**src/sv/ptb_pkg.sv**
```systemverilog
// ----------------------------------------------------------------------------
// ptb_pkg
// shared constants and types of the 2 MiB page table builder
// ----------------------------------------------------------------------------
package ptb_pkg;

  localparam int NUM_TABLES = 16;
  localparam int ENTRIES_PER_TABLE = 512;
  localparam int TBL_W = (NUM_TABLES > 1) ? $clog2(NUM_TABLES) : 1;
  localparam int NXT_W = $clog2(NUM_TABLES + 1);
  localparam int SLOT_W = $clog2(ENTRIES_PER_TABLE);
  localparam int ADDR_W = TBL_W + SLOT_W;
  localparam int DEPTH = NUM_TABLES * ENTRIES_PER_TABLE;
  localparam int PAGE_SHIFT = 12;

  localparam logic [11:0] FLAGS_LINK = 12'h003;  // rw | p
  localparam logic [11:0] FLAGS_LEAF = 12'h083;  // ps | rw | p

  localparam logic OP_MAP = 1'b0;
  localparam logic OP_FREE = 1'b1;

  localparam logic STATUS_DONE = 1'b0;
  localparam logic STATUS_FULL = 1'b1;

  typedef enum logic [3:0] {
    ST_CLR, ST_IDLE, ST_FREE, ST_RD, ST_CHK, ST_SCAN, ST_ZERO, ST_LINK, ST_DIRW, ST_DONE
  } state_e;

  typedef enum logic [1:0] {
    WR_NONE, WR_ZERO, WR_LINK, WR_DIR
  } wr_e;

  typedef struct packed {
    logic capture;
    logic start_walk;
    logic rd;
    logic follow;
    logic scan_init;
    logic scan_step;
    logic zero_step;
    wr_e  wr;
    logic link_adv;
    logic free_apply;
    logic set_status;
    logic status_val;
  } cmd_t;

  typedef struct packed {
    logic op_free;
    logic present;
    logic link_ok;
    logic level;
    logic scan_found;
    logic scan_fail;
    logic zero_last;
  } sts_t;

endpackage

```
**src/sv/ptb_ctrl.sv**
```systemverilog
// ----------------------------------------------------------------------------
// ptb_ctrl
// sequencer for map and free requests
// ----------------------------------------------------------------------------
module ptb_ctrl (
  input  logic          clk_i,
  input  logic          rst_ni,
  input  logic          start,
  output logic          busy,
  output logic          done_o,
  input  ptb_pkg::sts_t sts_i,
  output ptb_pkg::cmd_t cmd_o
);
  import ptb_pkg::*;

  state_e state_q, state_d;

  always_ff @(posedge clk_i or negedge rst_ni) begin
    if (!rst_ni) begin
      state_q <= ST_CLR;
    end else begin
      state_q <= state_d;
    end
  end

  always_comb begin
    state_d = state_q;
    cmd_o = '0;
    cmd_o.wr = WR_NONE;
    busy = (state_q != ST_IDLE);
    done_o = 1'b0;
    unique case (state_q)
      ST_CLR: begin
        // root table cleared after reset
        cmd_o.wr = WR_ZERO;
        cmd_o.zero_step = 1'b1;
        if (sts_i.zero_last) state_d = ST_IDLE;
      end
      ST_IDLE: begin
        if (start) begin
          cmd_o.capture = 1'b1;
          state_d = ST_FREE;
        end
      end
      ST_FREE: begin
        if (sts_i.op_free) begin
          cmd_o.free_apply = 1'b1;
          cmd_o.set_status = 1'b1;
          cmd_o.status_val = STATUS_DONE;
          state_d = ST_DONE;
        end else begin
          cmd_o.start_walk = 1'b1;
          state_d = ST_RD;
        end
      end
      ST_RD: begin
        cmd_o.rd = 1'b1;
        state_d = ST_CHK;
      end
      ST_CHK: begin
        if (sts_i.present) begin
          if (!sts_i.link_ok) begin
            cmd_o.set_status = 1'b1;
            cmd_o.status_val = STATUS_FULL;
            state_d = ST_DONE;
          end else begin
            cmd_o.follow = 1'b1;
            state_d = sts_i.level ? ST_DIRW : ST_RD;
          end
        end else begin
          cmd_o.scan_init = 1'b1;
          state_d = ST_SCAN;
        end
      end
      ST_SCAN: begin
        cmd_o.scan_step = 1'b1;
        if (sts_i.scan_found) begin
          state_d = ST_ZERO;
        end else if (sts_i.scan_fail) begin
          cmd_o.set_status = 1'b1;
          cmd_o.status_val = STATUS_FULL;
          state_d = ST_DONE;
        end
      end
      ST_ZERO: begin
        cmd_o.wr = WR_ZERO;
        cmd_o.zero_step = 1'b1;
        if (sts_i.zero_last) state_d = ST_LINK;
      end
      ST_LINK: begin
        cmd_o.wr = WR_LINK;
        cmd_o.link_adv = 1'b1;
        state_d = sts_i.level ? ST_DIRW : ST_RD;
      end
      ST_DIRW: begin
        cmd_o.wr = WR_DIR;
        cmd_o.set_status = 1'b1;
        cmd_o.status_val = STATUS_DONE;
        state_d = ST_DONE;
      end
      ST_DONE: begin
        done_o = 1'b1;
        state_d = ST_IDLE;
      end
      default: state_d = ST_IDLE;
    endcase
  end

endmodule

```
**config.mk**
```make
export PLATFORM = sky130hd
export DESIGN_NAME = ptb_ctrl
export DESIGN_NICKNAME = d
export VERILOG_FILES = /design/src/sv/ptb_pkg.sv /design/src/sv/ptb_ctrl.sv
export SDC_FILE = /design/constraint.sdc
export NUM_CORES = 1
export LEC_CHECK = 0
export ABC_CLOCK_PERIOD_IN_PS = 1400
export BUFFER_PORTS_ARGS = -buffer_cell sky130_fd_sc_hd__buf_4
export CAP_MARGIN = 10
export CORE_UTILIZATION = 42
export CTS_BUF_LIST = sky130_fd_sc_hd__clkbuf_8
export DETAILED_ROUTE_END_ITERATION = 7
export PLACE_DENSITY = 0.76
export SLEW_MARGIN = 10
export SYNTH_ARGS = -nofsm -noshare
export SYNTH_HDL_FRONTEND = slang
export SYNTH_SLANG_ARGS = --single-unit
```
**constraint.sdc**
```tcl
create_clock -name clk_i -period 1.4 [get_ports clk_i]
set_input_delay 0.21 -clock clk_i [delete_from_list [all_inputs] [get_ports clk_i]]
set_output_delay 0.21 -clock clk_i [all_outputs]
set_load 0.01 [all_outputs]
```
==> results of run 1 <==
stage by stage:
step	instance area [um2]	TNS, ns	util [%]
floorplan	561	-0.127	-
global placement	845	-0.969	73.1
detailed placement	845	-1.17	73.1
CTS	1100	-2.62	95.2
cell usage after synthesis, drive strengths merged, types with 2 or more instances:
library cell | instances | area share, %
nor3 | 2 | 1.8
nor2b | 4 | 4.6
nand2 | 9 | 6.2
nand2b | 3 | 3.4
inv | 5 | 3.4
a21oi | 5 | 4.6
nor2 | 6 | 4.1
buf | 6 | 6.9
xor2 | 2 | 3.2
o21ai | 4 | 4.4
and3 | 3 | 3.4
dfrtp | 4 | 18
kinds of logic after synthesis:
logic type,after synthesis
AOI/OAI and AO/OA,22
DFF,4
and+or+nand+nor,35
muxes,1
buffers and inverters,12
xor gates and xnor gates,2
timing repair:
action,4_1_cts
resized for setup,35
hold buffers,1
hold endpoints to repair,4
gates cloned,0
setup endpoints to repair,19
pin swaps,14
setup buffers,10
==> impl_metrics.py, run 1 <==
metrics = {
    "synthesis": {
        "synth_async_sr_flop_share_pct": 100,
        "synth-edff-count": 0,
        "post_synth_fa_ha_maj_area_fraction_pct": 0,
        "postSynth.topFlopCell": "dfrtp_1",
        "synth_top_family_by_area": "simple AND/OR/NAND/NOR gates",
        "postSynthRegisterBits": 4,
        "syn_nets": 86,
        "syn_area_um2": 546,
        "yosys_warnings": 0,
        "synth.area.mux_share_pct": 1.83,
        "postSynthAreaPerCell_um2": 7.18,
        "synth-simple-area-share_pct": 37.4,
        "synth_xor_xnor_area_share_pct": 3.21,
        "synth-seq-area-share_pct": 18.3,
        "synth_compound_area_share_pct": 28.2,
        "synth.lib_cells_used.distinct": 39,
        "postSynthCellCount": 76,
    },
    "floorplanning": {
        "die_h_um": 38.0,
        "floorplan.io_pins": 25,
        "core.rowCount": 12,
        "dieWidth_um": 38.0,
        "initial_utilization_pct": 47.2,
    },
    "placement": {
        "placement.io_buffers": 24,
        "routabilityCongestion": 0.937,
        "place_hpwl_mm": 1.29,
        "place_inst": 124,
        "placement.setup.worst_slack_ns": -0.177,
    },
    "status": {
        "toolErrorMsg": "[ERROR DPL-0038] Utilization greater than 100%, impossible to legalize",
        "failing_step": "global routing (5_1_grt)",
        "outcome": "aborted with a tool error",
    },
    "clock_tree": {
        "cts_max_path_buffers": 2,
        "clock_root_buffer_master": "clkbuf_8",
        "cts_max_level": 1,
        "sinks_on_the_clock_net": 4,
        "tritoncts.num_buffers": 3,
    },
    "timing": {
        "timing.repair.worst_endpoint_type": "top-level output",
        "worstEndpointGrtRepair": "cmd_o[1]",
    },
    "global_route": {
        "pin_count_of_the_biggest_net_entering_global_routing": 10,
    },
}
==> run 2: changes to the inputs <==
==> config.mk (replaced) <==
export PLATFORM = sky130hd
export DESIGN_NAME = ptb_ctrl
export DESIGN_NICKNAME = d
export VERILOG_FILES = /design/src/sv/ptb_pkg.sv /design/src/sv/ptb_ctrl.sv
export SDC_FILE = /design/constraint.sdc
export NUM_CORES = 1
export LEC_CHECK = 0
export ABC_CLOCK_PERIOD_IN_PS = 1800
export BUFFER_PORTS_ARGS = -buffer_cell sky130_fd_sc_hd__buf_4
export CAP_MARGIN = 10
export CORE_AREA = 2 2 63 65
export DETAILED_ROUTE_END_ITERATION = 7
export DIE_AREA = 0 0 65 67
export PLACE_DENSITY_LB_ADDON = 0.15
export SLEW_MARGIN = 10
export SYNTH_ARGS = -nofsm -noshare
export SYNTH_HDL_FRONTEND = slang
export SYNTH_SLANG_ARGS = --single-unit
==> constraint.sdc (replaced) <==
create_clock -name clk_i -period 1.8 [get_ports clk_i]
set_input_delay 0.27 -clock clk_i [delete_from_list [all_inputs] [get_ports clk_i]]
set_output_delay 0.27 -clock clk_i [all_outputs]
set_load 0.01 [all_outputs]
==> impl_metrics.py, run 2 <==
metrics = {
    "floorplanning": {
        "dieArea_mm2": 0.00436,
        "dieWidth_um": 65,
        "core.rowCount": 22,
        "initial_utilization_pct": 15.1,
        "fp.coreArea_mm2": 0.00361,
        "floorplan.io_pins": 25,
        "die_h_um": 67,
    },
    "global_route": {
        "first_pass_grt_wire_length_mm": 3.13,
        "groute.usage.overall_pct": 9.37,
        "grt_antenna_before_repair": 0,
        "gr-total-overflow": 0,
        "pin_count_of_the_biggest_net_entering_global_routing": 14,
        "first_global_vias": 649,
    },
    "pwr": {
        "power.density_mw_per_mm2": 1400,
        "p_sw_share_pct": 43.4,
        "power.internal_mw": 0.724,
        "net-switching-power_mw": 0.554,
        "share_seq_of_total_power_pct": 17.6,
        "vdd_drop_max_mv": 0.323,
        "p_comb_share_pct": 67.8,
        "p_leak_nw": 0.461,
        "final_power_mw": 1.28,
        "part_of_the_power_in_the_clock_network_pct": 14.6,
    },
    "synthesis": {
        "syn_nets": 86,
        "yosys.cell_count.top_type": "nand2_1",
        "synth_async_sr_flop_share_pct": 100,
        "postSynthAreaPerCell_um2": 7.18,
        "synth-edff-count": 0,
        "syn_area_um2": 546,
        "synth-seq-area-share_pct": 18.3,
        "post-synth-top-area-fraction_pct": 18.3,
        "postSynth.topFlopCell": "dfrtp_1",
        "postSynthCellCount": 76,
        "yosys-top-cells-area": "dfrtp_1 18%, nand2_1 6.2%, a21oi_1 4.6%",
        "yosys_warnings": 0,
        "synth.cells.most_frequent": "9 x nand2_1, 6 x nor2_1, 5 x a21oi_1, 5 x inv_1",
        "synth.lib_cells_used.distinct": 39,
        "yosysTopAreaCell": "dfrtp_1",
        "postSynthRegisterBits": 4,
    },
    "route": {
        "drtAntennaViolNets": 0,
        "via_count": 676,
        "drt-initial-drc-count": 17,
        "drt-total-wl_mm": 2.00,
        "wl_per_cell_um": 12.6,
        "drc": 0,
        "drt-vias-per-instance": 4.28,
        "drtPass1Iterations": 4,
    },
    "worst_setup_path": {
        "timing.setup.critical_path_class": "reg -> out",
        "top_fanout_value_on_the_critical_path": 6,
        "crit_arrival_ns": 1.51,
        "timing.critical_path.to_type": "primary output",
        "crit_required_ns": 1.53,
        "type_of_element_launching_the_critical_path": "flop",
    },
    "timing": {
        "number_of_setup_violations_in_the_final_report": 0,
        "rsz0062_at_grt": "true",
        "maxClockFrequency_mhz": 563,
        "postLayoutSetupSlackWorst_ns": 0.0233,
        "finalCriticalPeriod_ns": 1.78,
        "min_period_over_period_pct": 98.7,
        "maxSlewHeadroom_pct": 76.6,
        "final-hold-violation-count": 0,
        "slew_violations": 0,
        "fin_worst_skew_ns": 0.00206,
        "totalNegativeSetupSlack_ns": 0,
        "tightestPinTransition_ns": 0.345,
    },
    "status": {
        "outcome": "complete, no violations",
    },
    "clock_tree": {
        "sinks_on_the_clock_net": 4,
        "cts_max_level": 1,
        "worst_skew_pair.late_latency_ns": 0.21,
        "cts_max_path_buffers": 2,
        "tritoncts.num_buffers": 3,
        "clock_root_buffer_master": "clkbuf_8",
        "tritoncts": "yes",
        "clk_pin_slew_ns": 0.03,
    },
    "placement": {
        "place_hpwl_mm": 1.56,
        "placement.setup.worst_slack_ns": 0.180,
        "placement.io_buffers": 24,
        "routabilityCongestion": 0.810,
    },
    "final_layout": {
        "final_common_cell": "buf_4",
        "post_route_cells_drive_above_1_share_pct": 44.5,
        "diode_count": 0,
        "fin_util_pct": 25.3,
        "multi_input_comb_area_um2": 403,
        "syn2layout_area_growth_pct": 67.4,
        "registers.top_by_ff_count": "state_q",
        "final.fill_count": 417,
        "largest_registers": "state_q x4",
        "area.sequential_um2": 105,
        "fin_nets": 122,
        "final_cell_mix": "36 x buf_4, 9 x nand2_1, 6 x nor2_1",
        "largest_reg_flops": 4,
    },
    "min_path": {
        "min-delay-path-class": "in -> async",
    },
    "run": {
        "cap_violations": 0,
    },
}
-- run 2: cell counts after synthesis --
Identical to the previous run, type by type.
-- run 2: cells by family after synthesis --
family	Yosys count	synth area share [%]
buffers and inverters	12	11.0
flip-flops	4	18.3
multiplexers	1	1.83
AO/OA/AOI/OAI	22	28.2
AND/OR/NAND/NOR	35	37.4
XOR/XNOR	2	3.21
-- run 2: per-layer routing --
| metal | track usage (%) | up-vias | share of wire, % |
|---|---|---|---|
| met5 | 0 | - | 0 |
| met4 | 3.46 | 0 | 1.1 |
| met3 | 2.36 | 2 | 4.1 |
| li1 | - | 342 | - |
| met2 | 14.9 | 17 | 47 |
| met1 | 12.1 | 315 | 48 |
-- run 2: critical path, cell delays in order (launching register included) --
cell     delay, ns
dfrtp_2       0.45
nor4b_4       0.31
nand2_1       0.13
o22ai_2       0.19
a21o_1        0.11
buf_4         0.11
-- run 2: power by group through the flow --
| stage | clock, mW | combinational [mW] | sequential (mW) |
|---|---|---|---|
| 2_1_floorplan | 0 | 0.553 | 0.137 |
| 3_3_place_gp | 0 | 0.846 | 0.205 |
| 3_5_place_dp | 0 | 0.825 | 0.211 |
| 4_1_cts | 0.192 | 0.834 | 0.215 |
| 5_1_grt | 0.206 | 0.944 | 0.234 |
| 6_report | 0.186 | 0.866 | 0.225 |
-- run 2: worst paths after layout --
check / from / endpoint / slack [ns] / cells after the start
hold reg to reg: state_q[3] / state_q[2] / 0.69 / 2
min in group clk_i: start / state_q[0] / 0.40 / 4
setup reg to reg: state_q[3] / state_q[3] / 0.15 / 6
setup / recovery: state_q[1] / cmd_o[1] / 0.02 / 5
max in group asynchronous: rst_ni / state_q[3] / 1.29 / 2
hold / removal: rst_ni / state_q[0] / 0.40 / 2
-- run 2: through the flow --
stage                     cells  area [um2]  hold slack [ns]
after floorplan              76         546          -0.0256
after global placement      151         820           0.0703
after detailed placement    151         820           0.0689
after CTS                   155         880            0.397
after global routing        158         913            0.398
final                       158         913            0.399
-- run 2: cell type report --
| cell class | instances | area share, % |
|---|---|---|
| tap | 48 | 6.58 |
| clock buffer | 3 | 4.52 |
| multi-input combinational | 60 | 44.1 |
| sequential | 4 | 11.5 |
| timing repair buffer | 38 | 31.2 |
| inverter | 5 | 2.05 |
-- run 2: repair_timing --
action	CTS	global route
hold buffers	1	0
gates resized for setup	3	4
buffers inserted	0	3
pin swaps	0	4
endpoints found under the setup margin	2	6
hold endpoints to repair	4	0
Power figures use the tool's default switching activity.
==> run 3: changes to the inputs <==
--- a/config.mk
+++ b/config.mk
@@ -5,6 +5,7 @@
 export SDC_FILE = /design/constraint.sdc
 export NUM_CORES = 1
 export LEC_CHECK = 0
+export ABC_AREA = 1
 export ABC_CLOCK_PERIOD_IN_PS = 1800
 export BUFFER_PORTS_ARGS = -buffer_cell sky130_fd_sc_hd__buf_4
 export CAP_MARGIN = 10
==> impl_metrics.py, run 3 <==
metrics = {
    "status": {
        "outcome": "complete, no violations",
    },
    "synthesis": {
        "synth.lib_cells_used.distinct": 12,
        "synth-edff-count": 0,
        "synth-seq-area-share_pct": 20.9,
        "syn_area_um2": 479,
        "postSynth.topFlopCell": "dfrtp_1",
        "postSynthAreaPerCell_um2": 5.10,
        "postSynthRegisterBits": 4,
        "post-synth-top-area-fraction_pct": 25.1,
        "yosys.cell_count.top_type": "nand2_1",
        "yosysTopAreaCell": "nand2_1",
        "synth.cells.most_frequent": "32 x nand2_1, 19 x inv_1, 14 x nor2_1",
        "synth_async_sr_flop_share_pct": 100,
        "yosys-top-cells-area": "nand2_1 25%, dfrtp_1 21%, inv_1 15%",
        "postSynthCellCount": 94,
        "yosys_warnings": 0,
        "syn_nets": 104,
    },
    "clock_tree": {
        "tritoncts.num_buffers": 3,
        "cts_max_level": 1,
        "worst_skew_pair.late_latency_ns": 0.21,
        "clock_root_buffer_master": "clkbuf_8",
        "clk_pin_slew_ns": 0.03,
        "tritoncts": "yes",
        "cts_max_path_buffers": 2,
        "sinks_on_the_clock_net": 4,
    },
    "floorplanning": {
        "initial_utilization_pct": 13.3,
        "die_h_um": 67,
        "core.rowCount": 22,
        "floorplan.io_pins": 25,
        "fp.coreArea_mm2": 0.00361,
        "dieArea_mm2": 0.00436,
        "dieWidth_um": 65,
    },
    "final_layout": {
        "diode_count": 0,
        "final_common_cell": "nand2_1",
        "final.fill_count": 427,
        "final_cell_mix": "32 x nand2_1, 24 x buf_4, 19 x inv_1",
        "registers.top_by_ff_count": "state_q",
        "final-instance-count-excl-fill": 170,
        "fin_nets": 134,
        "syn2layout_area_growth_pct": 62.9,
        "largest_registers": "state_q x4",
        "largest_reg_flops": 4,
        "post_route_cells_drive_above_1_share_pct": 27.9,
        "post-route-cell-area_um2": 781,
    },
    "pwr": {
        "p_sw_share_pct": 48.8,
        "vdd_drop_max_mv": 0.374,
        "net-switching-power_mw": 0.544,
        "p_leak_nw": 0.486,
        "share_seq_of_total_power_pct": 17.1,
        "part_of_the_power_in_the_clock_network_pct": 16.4,
        "power.internal_mw": 0.571,
        "p_comb_share_pct": 66.5,
        "power.density_mw_per_mm2": 1430,
    },
    "route": {
        "drtAntennaViolNets": 0,
        "drt-vias-per-instance": 3.80,
        "drt-initial-drc-count": 29,
        "via_count": 646,
        "drc": 0,
        "drtPass1Iterations": 4,
        "drt-total-wl_mm": 1.61,
        "wl_per_cell_um": 9.49,
    },
    "global_route": {
        "grt_antenna_before_repair": 0,
        "pin_count_of_the_biggest_net_entering_global_routing": 7,
        "first_global_vias": 605,
        "first_pass_grt_wire_length_mm": 2.55,
        "groute.usage.overall_pct": 7.62,
        "gr-total-overflow": 0,
    },
    "timing": {
        "tightestPinTransition_ns": 0.248,
        "rsz0062_at_grt": "false",
        "maxSlewHeadroom_pct": 83.4,
        "number_of_setup_violations_in_the_final_report": 0,
        "slew_violations": 0,
        "fin_worst_skew_ns": 0.000561,
        "min_period_over_period_pct": 92.5,
        "maxClockFrequency_mhz": 601,
        "totalNegativeSetupSlack_ns": 0,
        "finalCriticalPeriod_ns": 1.66,
        "final-hold-violation-count": 0,
    },
    "placement": {
        "place_inst": 166,
        "placement.io_buffers": 24,
        "placedInstanceArea_um2": 719,
        "routabilityCongestion": 0.735,
        "place_hpwl_mm": 1.44,
    },
    "worst_setup_path": {
        "type_of_element_launching_the_critical_path": "flop",
        "timing.setup.critical_path_class": "reg -> out",
        "crit_arrival_ns": 1.39,
        "top_fanout_value_on_the_critical_path": 6,
        "cp_cell_sequence": "inv_1, nor2_2, nand2_1, nor3_1, buf_4",
        "cpPeakStageDelay_ns": 0.43,
        "timing.critical_path.max_delay_family": "simple AND/OR/NAND/NOR gates",
        "timing.critical_path.to_type": "primary output",
        "crit_buf_inv": 2,
        "crit_required_ns": 1.53,
        "slowest_stage": "dfrtp_1",
    },
    "run": {
        "cap_violations": 0,
    },
    "min_path": {
        "min-delay-path-class": "in -> reg",
    },
}
==> run 3: cell type report <==
cell class	instances	area (um2)	share of cell area [%]
clock buffers	3	41.3	5.29
inverters	19	71.3	9.13
multi-input cells	71	318	40.7
flip-flops and latches	4	100	12.8
well taps	48	60.1	7.69
repair buffers	25	190	24.4
==> run 3: final timing paths <==
check	startpoint	endpoint	slack, ns	depth (start not counted)
worst max-delay path	state_q[2]	cmd_o[9]	0.14	5
min in group asynchronous	rst_ni	state_q[1]	0.39	2
worst min register to register	state_q[2]	state_q[2]	0.60	2
worst min-delay path	sts_i[0]	state_q[1]	0.36	4
worst max register to register	state_q[2]	state_q[1]	0.44	9
max in group asynchronous	rst_ni	state_q[2]	1.31	2
==> run 3: cells by family (layout without fill, tap and decap cells) <==
group                  count (synthesis)  count (layout)  share of synthesized area, %
AND/OR/NAND/NOR                       66              66                          59.0
flip-flops                             4               4                          20.9
AO/OA/AOI/OAI                          5               5                          5.22
buffers and inverters                 19              47                          14.9
==> run 3: tightest hold or removal path, delay by kind of cell <==
family	cells	cell delay [ns]
simple gates	2	0.13
buf+inv	2	0.12
==> run 3: layer usage <==
| layer | up-vias | track usage (%) | wire [um] |
|---|---|---|---|
| met5 | - | 0 | 0 |
| met4 | 0 | 3.19 | 0 |
| met3 | 0 | 1.52 | 72 |
| met2 | 16 | 13.3 | 815 |
| met1 | 287 | 9.08 | 726 |
| li1 | 343 | - | - |
==> run 3: through the flow <==
| stage | power [mW] | utilization (%) | setup slack, ns | hold WS (ns) |
|---|---|---|---|---|
| 5_1_grt | 1.23 | 21.7 | 0.0168 | 0.374 |
| 2_1_floorplan | 0.623 | - | 0.487 | -0.0256 |
| 3_5_place_dp | 0.925 | 20.0 | 0.277 | 0.0683 |
| 6_report | 1.11 | 21.7 | 0.136 | 0.358 |
| 4_1_cts | 1.12 | 21.4 | 0.0437 | 0.362 |
| 3_3_place_gp | 0.938 | 20.0 | 0.281 | 0.0677 |
==> run 3: what timing repair did <==
item,4_1_cts,5_1_grt
setup endpoints to repair,0,2
resized for setup,0,3
hold buffers,1,0
buffers inserted,0,0
endpoints found under the hold margin,4,0
==> run 3: power groups by stage <==
stage / sequential (mW) / clock [mW] / combinational [mW]
2_1_floorplan: 0.174 / 0 / 0.449
3_3_place_gp: 0.189 / 0 / 0.749
3_5_place_dp: 0.187 / 0 / 0.738
4_1_cts: 0.186 / 0.189 / 0.744
5_1_grt: 0.196 / 0.197 / 0.841
6_report: 0.191 / 0.182 / 0.742
==> run 4: changes to the inputs <==
--- a/config.mk
+++ b/config.mk
@@ -5,14 +5,17 @@
 export SDC_FILE = /design/constraint.sdc
 export NUM_CORES = 1
 export LEC_CHECK = 0
-export ABC_AREA = 1
+export ABC_AREA = 0
 export ABC_CLOCK_PERIOD_IN_PS = 1800
 export BUFFER_PORTS_ARGS = -buffer_cell sky130_fd_sc_hd__buf_4
 export CAP_MARGIN = 10
+export CELL_PAD_IN_SITES_DETAIL_PLACEMENT = 1
+export CELL_PAD_IN_SITES_GLOBAL_PLACEMENT = 1
 export CORE_AREA = 2 2 63 65
 export DETAILED_ROUTE_END_ITERATION = 7
 export DIE_AREA = 0 0 65 67
 export PLACE_DENSITY_LB_ADDON = 0.15
+export SKIP_LAST_GASP = 1
 export SLEW_MARGIN = 10
 export SYNTH_ARGS = -nofsm -noshare
 export SYNTH_HDL_FRONTEND = slang
==> impl_metrics.py, run 4 (synthesis results as in run 2) <==
metrics = {
    "global_route": {
        "gr-total-overflow": 0,
        "first_pass_grt_wire_length_mm": 3.35,
        "first_global_vias": 667,
        "groute.usage.overall_pct": 9.97,
        "pin_count_of_the_biggest_net_entering_global_routing": 13,
        "grt_antenna_before_repair": 0,
    },
    "clock_tree": {
        "cts_max_path_buffers": 2,
        "tritoncts": "yes",
        "clk_pin_slew_ns": 0.03,
        "clock_root_buffer_master": "clkbuf_8",
        "sinks_on_the_clock_net": 4,
        "tritoncts.num_buffers": 3,
        "cts_max_level": 1,
        "worst_skew_pair.late_latency_ns": 0.21,
    },
    "timing": {
        "totalNegativeSetupSlack_ns": 0,
        "rsz0062_at_grt": "true",
        "final-hold-violation-count": 0,
        "maxSlewHeadroom_pct": 78.4,
        "finalCriticalPeriod_ns": 1.77,
        "min_period_over_period_pct": 98.3,
        "maxClockFrequency_mhz": 565,
        "slew_violations": 0,
        "postLayoutSetupSlackWorst_ns": 0.0308,
        "tightestPinTransition_ns": 0.320,
        "number_of_setup_violations_in_the_final_report": 0,
        "fin_worst_skew_ns": 0.00266,
    },
    "floorplanning": {
        "dieArea_mm2": 0.00436,
        "die_h_um": 67,
        "core.rowCount": 22,
        "fp.coreArea_mm2": 0.00361,
        "initial_utilization_pct": 15.1,
        "dieWidth_um": 65,
        "floorplan.io_pins": 25,
    },
    "final_layout": {
        "registers.top_by_ff_count": "state_q",
        "final_cell_mix": "35 x buf_4, 8 x nand2_1, 5 x inv_1, 5 x nor2_1, 5 x a21oi_1",
        "largest_reg_flops": 4,
        "post-route-cell-area_um2": 933,
        "fin_nets": 122,
        "syn2layout_area_growth_pct": 71.1,
        "fin_util_pct": 25.9,
        "post_route_cells_drive_above_1_share_pct": 47.3,
        "diode_count": 0,
        "final_common_cell": "buf_4",
        "largest_registers": "state_q x4",
    },
    "placement": {
        "place_hpwl_mm": 1.63,
        "routabilityCongestion": 0.797,
        "placement.io_buffers": 24,
        "placement.setup.worst_slack_ns": 0.109,
        "placedInstanceArea_um2": 812,
    },
    "pwr": {
        "p_leak_nw": 0.466,
        "vdd_drop_max_mv": 0.309,
        "power.density_mw_per_mm2": 1420,
    },
    "worst_setup_path": {
        "reg2reg_from": "state_q[1]",
        "rrSetupSlack_ns": 0.07,
        "timing.setup.critical_path_class": "reg -> out",
        "timing.critical_path.to_type": "primary output",
        "type_of_element_launching_the_critical_path": "flop",
        "top_fanout_value_on_the_critical_path": 2,
        "crit_required_ns": 1.53,
        "worstRegToRegCells": 6,
        "crit_arrival_ns": 1.50,
        "r2r-end": "state_q[3]",
    },
    "route": {
        "drt-vias-per-instance": 4.23,
        "via_count": 669,
        "drt-total-wl_mm": 2.11,
        "wl_per_cell_um": 13.3,
        "drtPass1Iterations": 2,
        "drc": 0,
        "drtAntennaViolNets": 0,
        "drt-initial-drc-count": 14,
    },
    "status": {
        "outcome": "complete, no violations",
    },
    "run": {
        "cap_violations": 0,
    },
    "min_path": {
        "min-delay-path-class": "in -> async",
    },
}
-- run 4: changes by cell type in the layout (fill, tap and decap cells not counted), moves of 3 or more --
cell	before	now
a21oi_1	1	5
and3_1	0	3
buf_4	24	35
dfrtp_1	4	0
dfrtp_2	0	4
inv_1	19	5
nand2_1	32	8
nand2b_1	0	3
nand3_1	10	1
nor2_1	12	5
nor2_2	4	1
-- run 4: critical path, cell delays in order (launching register included) --
cell and delay [ns]:
dfrtp_2 0.43, nor4b_4 0.33, nand2_1 0.12, o22ai_2 0.19
a21o_1 0.11, buf_4 0.11
-- run 4: through the flow --
| stage | hold WS (ns) | power (mW) | instances |
|---|---|---|---|
| after floorplan | -0.0256 | 0.690 | 76 |
| after global placement | 0.0675 | 1.04 | 150 |
| after detailed placement | 0.0670 | 1.04 | 150 |
| after CTS | 0.395 | 1.26 | 154 |
| after global routing | 0.410 | 1.44 | 158 |
| final | 0.395 | 1.32 | 158 |
-- run 4: area by class of cell --
| type | count | area (um2) |
|---|---|---|
| multi-input combinational | 60 | 410 |
| timing repair buffer | 38 | 298 |
| sequential | 4 | 105 |
| clock buffer | 3 | 41.3 |
| inverter | 5 | 18.8 |
| fill | 444 | 2670 |
| tap | 48 | 60.1 |
-- run 4: how the worst max path moves through the flow --
stage	from	endpoint	slack [ns]	cells after the start
detailed placement	state_q[1]	cmd_o[1]	0.11	5
global route	state_q[3]	cmd_o[1]	-0.06	5
global placement	state_q[3]	state_q[3]	0.12	4
finish	state_q[1]	cmd_o[1]	0.03	5
CTS	state_q[1]	cmd_o[1]	-0.006	5
floorplan	state_q[1]	cmd_o[1]	0.17	5
-- run 4: per-layer routing --
layer  routed length [um]  GRT usage (%)  part of all wire, %  vias to the layer above
li1                     -              -                    -                      340
met5                    0              0                    0                        -
met4                   12           3.19                 0.57                        0
met1                 1060           13.8                   51                      312
met3                   78           1.86                  3.7                        2
met2                  950           15.5                   45                       15
-- run 4: repair_timing --
item                                    CTS  global route
pin swaps                                 0             3
endpoints found under the setup margin    4             7
resized for setup                         7             3
hold buffers                              1             0
endpoints found under the hold margin     4             0
buffers inserted                          0             4
-- run 4: power breakdown --
part           switching (mW)  leakage, nW  total [mW]  internal, mW
combinational           0.450        0.398       0.931         0.481
sequential             0.0776       0.0461       0.209         0.132
clock                  0.0410       0.0216       0.183         0.142
